## config.mk

```make
export PLATFORM = sky130hd
export DESIGN_NAME = sdau_iter_unit
export DESIGN_NICKNAME = d
export VERILOG_FILES = /design/src/rtl/core/sdau_pkg.sv /design/src/rtl/core/sdau_iter_unit.sv
export SDC_FILE = /design/constraint.sdc
export NUM_CORES = 2
export LEC_CHECK = 0
export ABC_AREA = 1
export BUFFER_PORTS_ARGS = -buffer_cell sky130_fd_sc_hd__buf_2
export CAP_MARGIN = 0
export CORE_AREA = 2 2 500 502
export CTS_CLUSTER_SIZE = 28
export DETAILED_ROUTE_END_ITERATION = 8
export DIE_AREA = 0 0 502 504
export PLACE_DENSITY = 0.51
export SLEW_MARGIN = 20
export SYNTH_ARGS = -nofsm -noshare
export SYNTH_HDL_FRONTEND = slang
export SYNTH_SLANG_ARGS = --single-unit
export TNS_END_PERCENT = 5
```

## constraint.sdc

```tcl
create_clock -name clk -period 11.4 [get_ports clk]
set_clock_uncertainty 0.1 [all_clocks]
set_input_delay 0.57 -clock clk [delete_from_list [all_inputs] [get_ports clk]]
set_output_delay 0.57 -clock clk [all_outputs]
set_load 0.05 [all_outputs]
```

## src/rtl/core/sdau_pkg.sv

```systemverilog
// ----------------------------------------------------------------------------
// sdau_pkg: shared types and constants of the scaled decimal arithmetic unit
// Operation, rounding and status codes, the power-of-ten table and the
// command/response structs of the shared shift-add/subtract unit.
// ----------------------------------------------------------------------------
package sdau_pkg;

    localparam int MANT_W          = 128;
    localparam int WIDE_W          = 256;
    localparam int SCALE_W         = 5;
    localparam int POW_IDX_W       = 6;
    localparam int POW_LAST        = 38;
    localparam int SCALE_LIMIT_DEF = 18;

    typedef logic [2:0] mode_t;
    localparam mode_t MODE_ADD = 3'd0;
    localparam mode_t MODE_SUB = 3'd1;
    localparam mode_t MODE_MUL = 3'd2;
    localparam mode_t MODE_DIV = 3'd3;
    localparam mode_t MODE_RND = 3'd4;
    localparam mode_t MODE_CMP = 3'd5;

    typedef logic [2:0] rmode_t;
    localparam rmode_t RM_HALF_UP   = 3'd0;
    localparam rmode_t RM_HALF_EVEN = 3'd1;
    localparam rmode_t RM_DOWN      = 3'd2;
    localparam rmode_t RM_UP        = 3'd3;
    localparam rmode_t RM_CEIL      = 3'd4;
    localparam rmode_t RM_FLOOR     = 3'd5;

    typedef logic [1:0] status_t;
    localparam status_t ST_OK       = 2'd0;
    localparam status_t ST_INVALID  = 2'd1;
    localparam status_t ST_OVERFLOW = 2'd2;
    localparam status_t ST_DIVZERO  = 2'd3;

    typedef logic [(1 << POW_IDX_W) - 1:0][MANT_W-1:0] pow_tab_t;

    function automatic pow_tab_t gen_pow10();
        pow_tab_t          t;
        logic [MANT_W-1:0] v;
        t = '0;
        v = MANT_W'(1);
        for (int i = 0; i < (1 << POW_IDX_W); i++)
        begin
            if (i <= POW_LAST)
            begin
                t[i] = v;
            end
            v = v * MANT_W'(10);
        end
        return t;
    endfunction

    localparam pow_tab_t POW10_TAB = gen_pow10();

    function automatic logic [MANT_W-1:0] pow10(input logic [POW_IDX_W-1:0] idx);
        return POW10_TAB[idx];
    endfunction

    typedef struct packed {
        logic              go;
        logic              is_div;
        logic [WIDE_W-1:0] x;
        logic [WIDE_W-1:0] y;
    } unit_cmd_t;

    typedef struct packed {
        logic              busy;
        logic              done;
        logic [WIDE_W-1:0] acc;
        logic [WIDE_W-1:0] aux;
        logic [WIDE_W-1:0] den;
    } unit_rsp_t;

endpackage

```

## src/rtl/core/sdau_iter_unit.sv

```systemverilog
// ----------------------------------------------------------------------------
// sdau_iter_unit: shared shift-add multiplier / restoring divider
// One 258-bit adder; multiply takes 128 steps, divide 256 steps.
// ----------------------------------------------------------------------------
module sdau_iter_unit (
    input  logic                 clk,
    input  logic                 rst_n,
    input  sdau_pkg::unit_cmd_t  cmd,
    output sdau_pkg::unit_rsp_t  rsp
);
    import sdau_pkg::*;

    localparam int CNT_W = $clog2(WIDE_W);

    logic              busy_reg;
    logic              done_reg;
    logic              div_reg;
    logic [CNT_W-1:0]  cnt_reg;
    logic [CNT_W-1:0]  cnt_last;
    logic [WIDE_W-1:0] acc_reg;   // product or partial remainder
    logic [WIDE_W-1:0] wrk_reg;   // multiplicand or dividend
    logic [WIDE_W-1:0] aux_reg;   // multiplier or quotient
    logic [WIDE_W-1:0] den_reg;
    logic [WIDE_W-1:0] shifted;
    logic [WIDE_W+1:0] opa;
    logic [WIDE_W+1:0] opb;
    logic [WIDE_W+1:0] sum;
    logic              take;

    assign cnt_last = div_reg ? CNT_W'(WIDE_W - 1) : CNT_W'(MANT_W - 1);

    always_comb
    begin
        shifted = {acc_reg[WIDE_W-2:0], wrk_reg[WIDE_W-1]};
        if (div_reg)
        begin
            opa = {1'b0, acc_reg[WIDE_W-1], shifted};
            opb = ~{2'b00, den_reg};
        end
        else
        begin
            opa = {2'b00, acc_reg};
            opb = {2'b00, wrk_reg};
        end
        sum  = opa + opb + {{(WIDE_W+1){1'b0}}, div_reg};
        take = !sum[WIDE_W+1];
    end

    always_ff @(posedge clk or negedge rst_n)
    begin
        if (!rst_n)
        begin
            busy_reg <= 1'b0;
            done_reg <= 1'b0;
            div_reg  <= 1'b0;
            cnt_reg  <= '0;
        end
        else
        begin
            done_reg <= busy_reg && (cnt_reg == cnt_last);
            if (cmd.go)
            begin
                busy_reg <= 1'b1;
                div_reg  <= cmd.is_div;
                cnt_reg  <= '0;
            end
            else if (busy_reg)
            begin
                cnt_reg <= cnt_reg + CNT_W'(1);
                if (cnt_reg == cnt_last)
                begin
                    busy_reg <= 1'b0;
                end
            end
        end
    end

    always_ff @(posedge clk)
    begin
        if (cmd.go)
        begin
            acc_reg <= '0;
            wrk_reg <= cmd.x;
            aux_reg <= cmd.is_div ? '0 : cmd.y;
            den_reg <= cmd.y;
        end
        else if (busy_reg)
        begin
            wrk_reg <= {wrk_reg[WIDE_W-2:0], 1'b0};
            if (div_reg)
            begin
                acc_reg <= take ? sum[WIDE_W-1:0] : shifted;
                aux_reg <= {aux_reg[WIDE_W-2:0], take};
            end
            else
            begin
                if (aux_reg[0])
                begin
                    acc_reg <= sum[WIDE_W-1:0];
                end
                aux_reg <= {1'b0, aux_reg[WIDE_W-1:1]};
            end
        end
    end

    assign rsp.busy = busy_reg;
    assign rsp.done = done_reg;
    assign rsp.acc  = acc_reg;
    assign rsp.aux  = aux_reg;
    assign rsp.den  = den_reg;

endmodule
```

; Yosys cells after proc, flatten, opt, wreduce, memory -nomap -nowiden
; Index checks and enable logic that the tools add are counted.
[classes]
mux = 17
n_reduce_logical = 5
bitwise = 1
eq_ne = 1
add_sub_neg = 3
[ops]
columns = op, count
row1 = two-way mux 256 bit, 9
row2 = adder 258 x 1 -> 258 bit, 1
row3 = adder 258 bit, 1
row4 = two-way mux 258 bit, 1
row5 = inverter 256 -> 258 bit, 1
row6 = two-way mux 257 bit, 1
row7 = two-way mux 8 bit, 3
row8 = "adder 8 x 1 -> 8 bit, second input constant", 1
row9 = == test 8 bit, 1
row10 = nonzero test 2 bit, 2
row11 = two-way mux 1 bit, 3
row12 = AND reduction 2 bit, 1
row13 = logical AND 1 bit, 1
row14 = zero test 1 bit, 1
[totals]
in_bits = 516
regBits = 1035
out_inout_bits = 770

; Depth between registers and ports, before layout
[logic_depth]
word_depth = 8
depth_mapped = 29

; Worst setup path after synthesis
; No wires, ideal clock.
[synth_path]
path_type = in2reg
startpoint = input cmd[513] (netlist bit)
endpoint = register aux_reg[0], enable pin
t_arrival_ns = 11.045
setup_time_ns = 0.858
setup_slack_ns = -0.603
path_stages = 4
required_time_ns = 10.442
cell_sequence = clkbuf_1 > clkbuf_1 > nor2_1 > inv_1
[synth_via]
elab_chain_cells = 1
[synth_rtl]
columns = element, line_no
row1 = "start, declared", sdau_iter_unit.sv:8  ; input sdau_pkg::unit_cmd_t cmd,
row2 = nonzero test 2 bit (no source line), --
row3 = "end signal, assigned", sdau_iter_unit.sv:84  ; aux_reg <= cmd.is_div ? '0 : cmd.y;
row4 = "end signal, assigned", sdau_iter_unit.sv:93  ; aux_reg <= {aux_reg[WIDE_W-2:0], take};
row5 = "end signal, assigned", sdau_iter_unit.sv:101  ; aux_reg <= {1'b0, aux_reg[WIDE_W-1:1]};
row6 = "end, declared", sdau_iter_unit.sv:22  ; logic [WIDE_W-1:0] aux_reg;
; No other way between the ends.
; A chain may end at the register's enable or synchronous reset.

; Final worst setup path
[layout_path]
startpoint = register div_reg
endpoint = register acc_reg[174]
[layout_via]
elab_chain_cells = 5
elab_cells_between_ends = 9
cone_classes = add/sub (2) / mux (5) / reduce/logical (2)
[layout_rtl]
columns = element, line_no
row1 = "start, declared", sdau_iter_unit.sv:17  ; logic div_reg;
row2 = "start signal, assigned", sdau_iter_unit.sv:64  ; div_reg <= cmd.is_div;
row3 = two-way mux 257 bit or two-way mux 258 bit (tied branches), sdau_iter_unit.sv:35  ; if (div_reg)
row4 = adder 258 bit, sdau_iter_unit.sv:45  ; sum = opa + opb + {{(WIDE_W+1){1'b0}}, div_reg};
row5 = adder 258 x 1 -> 258 bit, sdau_iter_unit.sv:45
row6 = "two-way mux 256 bit, on equally long branches", "sdau_iter_unit.sv:97, sdau_iter_unit.sv:92"
row7 = two-way mux 256 bit, sdau_iter_unit.sv:90  ; if (div_reg)
row8 = "end signal, assigned", sdau_iter_unit.sv:92  ; acc_reg <= take ? sum[WIDE_W-1:0] : shifted;
row9 = "end signal, assigned", sdau_iter_unit.sv:99  ; acc_reg <= sum[WIDE_W-1:0];
row10 = "end, declared", sdau_iter_unit.sv:20  ; logic [WIDE_W-1:0] acc_reg;
; Parallel ways exist; a longest one is shown, timed or not. The select of a mux whose other input is x is not followed.

==> summary.md <==
| Metric | Value |
|---|---|
| Number of global-route vias before repair | `86800` |
| Post-route setup TNS | `0 ns` |
| Max-cap violations | `0` |
| Seq cells post-synth | `1035` |
| Nets | `between 15000 and 20000` |
| Num CTS Buffers | `~130` |
| Global-route wire length before repair | `648 mm` |
| Period minus WS final | `roughly 8 ns` |
| Most frequent cells after synthesis | `5975 x nand2_1, 2541 x inv_1, 768 x edfxtp_1` |
| Critical R2R Capture | `acc_reg[174]$_SDFFE_PP0P_` |
| Peak Freq | `around 130 MHz` |
| Post-synthesis sequential area ratio | `35.0%` |
| Post-DR vias/cell | `4.99` |
| Core area | `248000 µm²` |
| Net Sw Frac | `50.4%` |
| DR vias | `91100` |
| Worst-path clk slew | `around 0.06 ns` |
| Post-synth EDFFs | `about 770` |
| DRC violation count after routing | `0` |
| Die area | `253000 µm²` |
| Setup crit start kind | `flop` |
| Area Growth Syn to Fin | `23.4%` |
| Root Buffer | `clkbuf_16` |
| Final Max Slew Viols | `0` |
| Initial DRC Count | `roughly 9500` |
| GRT Total Usage | `35.8%` |
| Placement Cell Area | `91000 µm²` |
| Synthesized Nets | `14000` |
| Port Buf Inserts | `1285` |
| Wire per inst | `approximately 26 µm` |
| TritonCTS clock tree | `built` |
| Worst r2r src | `div_reg$_DFFE_PN0P_` |
| P per Cell Area | `roughly 190 nW/µm²` |
| Worst slew pin tran | `1.25 ns` |
| Hold WC Path Type | `in -> reg` |
| Top cell type's share of synthesized area | `28.3%` |
| Count leader, synth | `nand2_1` |
| Grt met2 use | `a little under three fifths` |
| Final hold vios | `0` |
| Switch Pwr | `9.55 mW` |
| DP HPWL | `between 300 and 400 mm` |
| Clk buf depth | `3` |
| Crit path kind | `reg -> reg` |
| Reg power frac | `between 20% and 30%` |
| Largest net degree at the start of global routing | `~200` |
| Most Crowded Layer GR | `met2` |
| Die height | `just over 500 µm` |
| Share of cells above drive strength 1 | `a little over a tenth` |
| Synth unique cells | `43` |
| CP endpoint | `acc_reg[174]$_SDFFE_PP0P_` |
| Multi-input logic area | `41500 µm²` |
| Fill count | `27900` |
| RSZ-0062 raised after global routing | `no` |
| Worst Path Required | `11.96 ns` |
| Clock network power share | `22.9%` |
| Critical path startpoint | `div_reg$_DFFE_PN0P_` |
| Outcome | `complete, no violations` |
| Grt met3 use | `7.48%` |
| DRT Pass-1 Iters | `6` |
| ANT nets after route | `0` |
| Internal power | `9.40 mW` |
| Die width | `502 µm` |
| Logic pwr share | `50.2%` |
| Top cell type by total area after synthesis | `edfxtp_1` |
| Ports | `1286` |
| Max rail drop VDD | `between 150 and 200 µV` |
| Ys flop type | `edfxtp_1` |
| Reg2reg setup slack | `3.41 ns` |
| Leakage power | `approximately 53 nW` |
| Synthesized cell area | `between 80000 and 90000 µm²` |
| Mapped Avg Cell Area | `6.14 µm²` |
| Num Clock Sinks | `1035` |
| Setup-failing EPs final | `0` |
| Synth top area cells | `edfxtp_1 28%, nand2_1 28%, inv_1 12%, dfxtp_1 6.3%, nand3_1 4.4%` |
| Final Routed Wirelength | `469 mm` |
| Yosys Warn Count | `0` |
| Worst R2R Path Depth | `25` |
| Final instance area | `100000 µm²` |
| Cells after Synth | `about 13000` |
| Rel. slew slack | `16.8%` |
| Reg area | `28500 µm²` |
| Post-synth ARST share | `1.06%` |
| Gr ovfl total | `0` |
| Initial Util | `between 30 and 40%` |
| Initial antenna violation count | `27` |
| Critical Path End Type | `flop` |
| WP data arrival | `8.54 ns` |
| Crit-path max FO | `175` |
| Met1 Use GR | `around 47%` |
| RD Place Congestion | `1.11` |
| H-tree depth | `4` |
| Fin crit share | `between 70% and 80%` |
| Clock Latency Late Sink | `0.85 ns` |
| Cell row count | `between 150 and 200` |
==> per-layer routing <==
| layer | part of all wire [%] | vias to the layer above | wire length, µm |
|---|---|---|---|
| met3 | 8.1 | 688 | 37900 |
| met1 | 42 | 42900 | 199000 |
| met5 | 0.033 | - | 153 |
| met2 | 45 | 3615 | 210000 |
| met4 | 4.7 | 24 | 22000 |
| li1 | - | 43800 | - |
==> power groups by stage <==
stage                     logic, mW  registers [mW]  clock network (mW)
after floorplan                4.43            6.38                   0
after global placement         9.17            5.17                   0
after detailed placement       9.16            5.16                   0
after CTS                      9.34            5.09                4.41
after global routing           10.1            5.15                4.54
final                          9.51            5.10                4.34
==> logic make-up after synthesis <==
group / after synthesis / synth area share [%]
AO/OA/AOI/OAI: 1223 / 8.64
XOR/XNOR: 171 / 1.84
flip-flops: 1035 / 35.0
buffers and inverters: 2994 / 14.0
AND/OR/NAND/NOR: 7573 / 36.5
adder cells (fa/ha/maj): 258 / 3.99
==> critical path: stages (launching register included) <==
cell	delay, ns
dfrtp_4	0.64
inv_8	0.58
buf_12	0.43
o21ai_0	0.50
ha_1	0.48
nand2_1	0.19
inv_1	0.06
nand2_1	0.07
nand2_1	0.09
nand2_1	0.07
nand2_1	0.07
nand2_1	0.06
nand2_1	0.10
inv_1	0.14
nand2_1	0.10
inv_1	0.06
nand2_1	0.15
inv_2	0.09
nand3_2	0.25
nand3_4	0.45
buf_4	0.56
buf_4	0.66
buf_4	0.67
nand3_1	0.15
nand3_1	0.14
a21oi_1	0.07
==> layout make-up <==
type	count	share of cell area [%]
tap	3330	4.15
timing repair buffer	1861	12.2
inverter	2565	9.62
clock inverter	61	0.829
sequential	1035	28.3
clock buffer	178	3.52
antenna	14	0.0349
multi-input combinational	9225	41.3
==> worst min-delay path by stage <==
| stage | from | to | slack [ns] | depth (start not counted) |
|---|---|---|---|---|
| 2_1_floorplan | rst_n | busy_reg$_DFF_PN0_ | 0.17 | 0 |
| 3_3_place_gp | acc_reg[222]$_SDFFE_PP0P_ | acc_reg[222]$_SDFFE_PP0P_ | 0.38 | 2 |
| 3_5_place_dp | cnt_reg[3]$_DFFE_PN0P_ | cnt_reg[3]$_DFFE_PN0P_ | 0.38 | 1 |
| 4_1_cts | cmd[502] | wrk_reg[246]$_DFFE_PP_ | 0.009 | 3 |
| 5_1_grt | cmd[502] | wrk_reg[246]$_DFFE_PP_ | 0.02 | 3 |
| 6_report | cmd[502] | wrk_reg[246]$_DFFE_PP_ | 0.02 | 3 |
==> cell usage in the layout (no fill, tap or decap), drive strengths merged, types with 22 or more instances in the layout <==
master	count
nand2	5979
inv	2568
buf	1355
edfxtp	768
nor2	753
nand3	719
o21ai	519
dlygate4sd3	506
a21oi	436
ha	256
dfxtp	256
o221ai	189
clkbuf	178
xnor2	169
o211ai	65
nor3	52
clkinv	40
nand4	22
==> stage by stage <==
stage                     cells  power [mW]  setup slack, ns  util [%]  hold slack (ns)
after global placement    17500        14.3             3.89      36.7            0.379
after CTS                 18300        18.8             3.82      40.6          0.00868
after floorplan           13300        10.8             1.97         -            0.174
after global routing      18300        19.8             3.27      40.6           0.0202
final                     18300        18.9             3.41      40.6           0.0236
after detailed placement  17500        14.3             3.85      36.7            0.384
==> what timing repair did <==
item / 4_1_cts / 5_1_grt
hold buffers: 506 / 0
gates resized for setup: 0 / 0
hold endpoints to repair: 762 / 0
buffers inserted: 0 / 0
(Power assumes the default switching activity.)
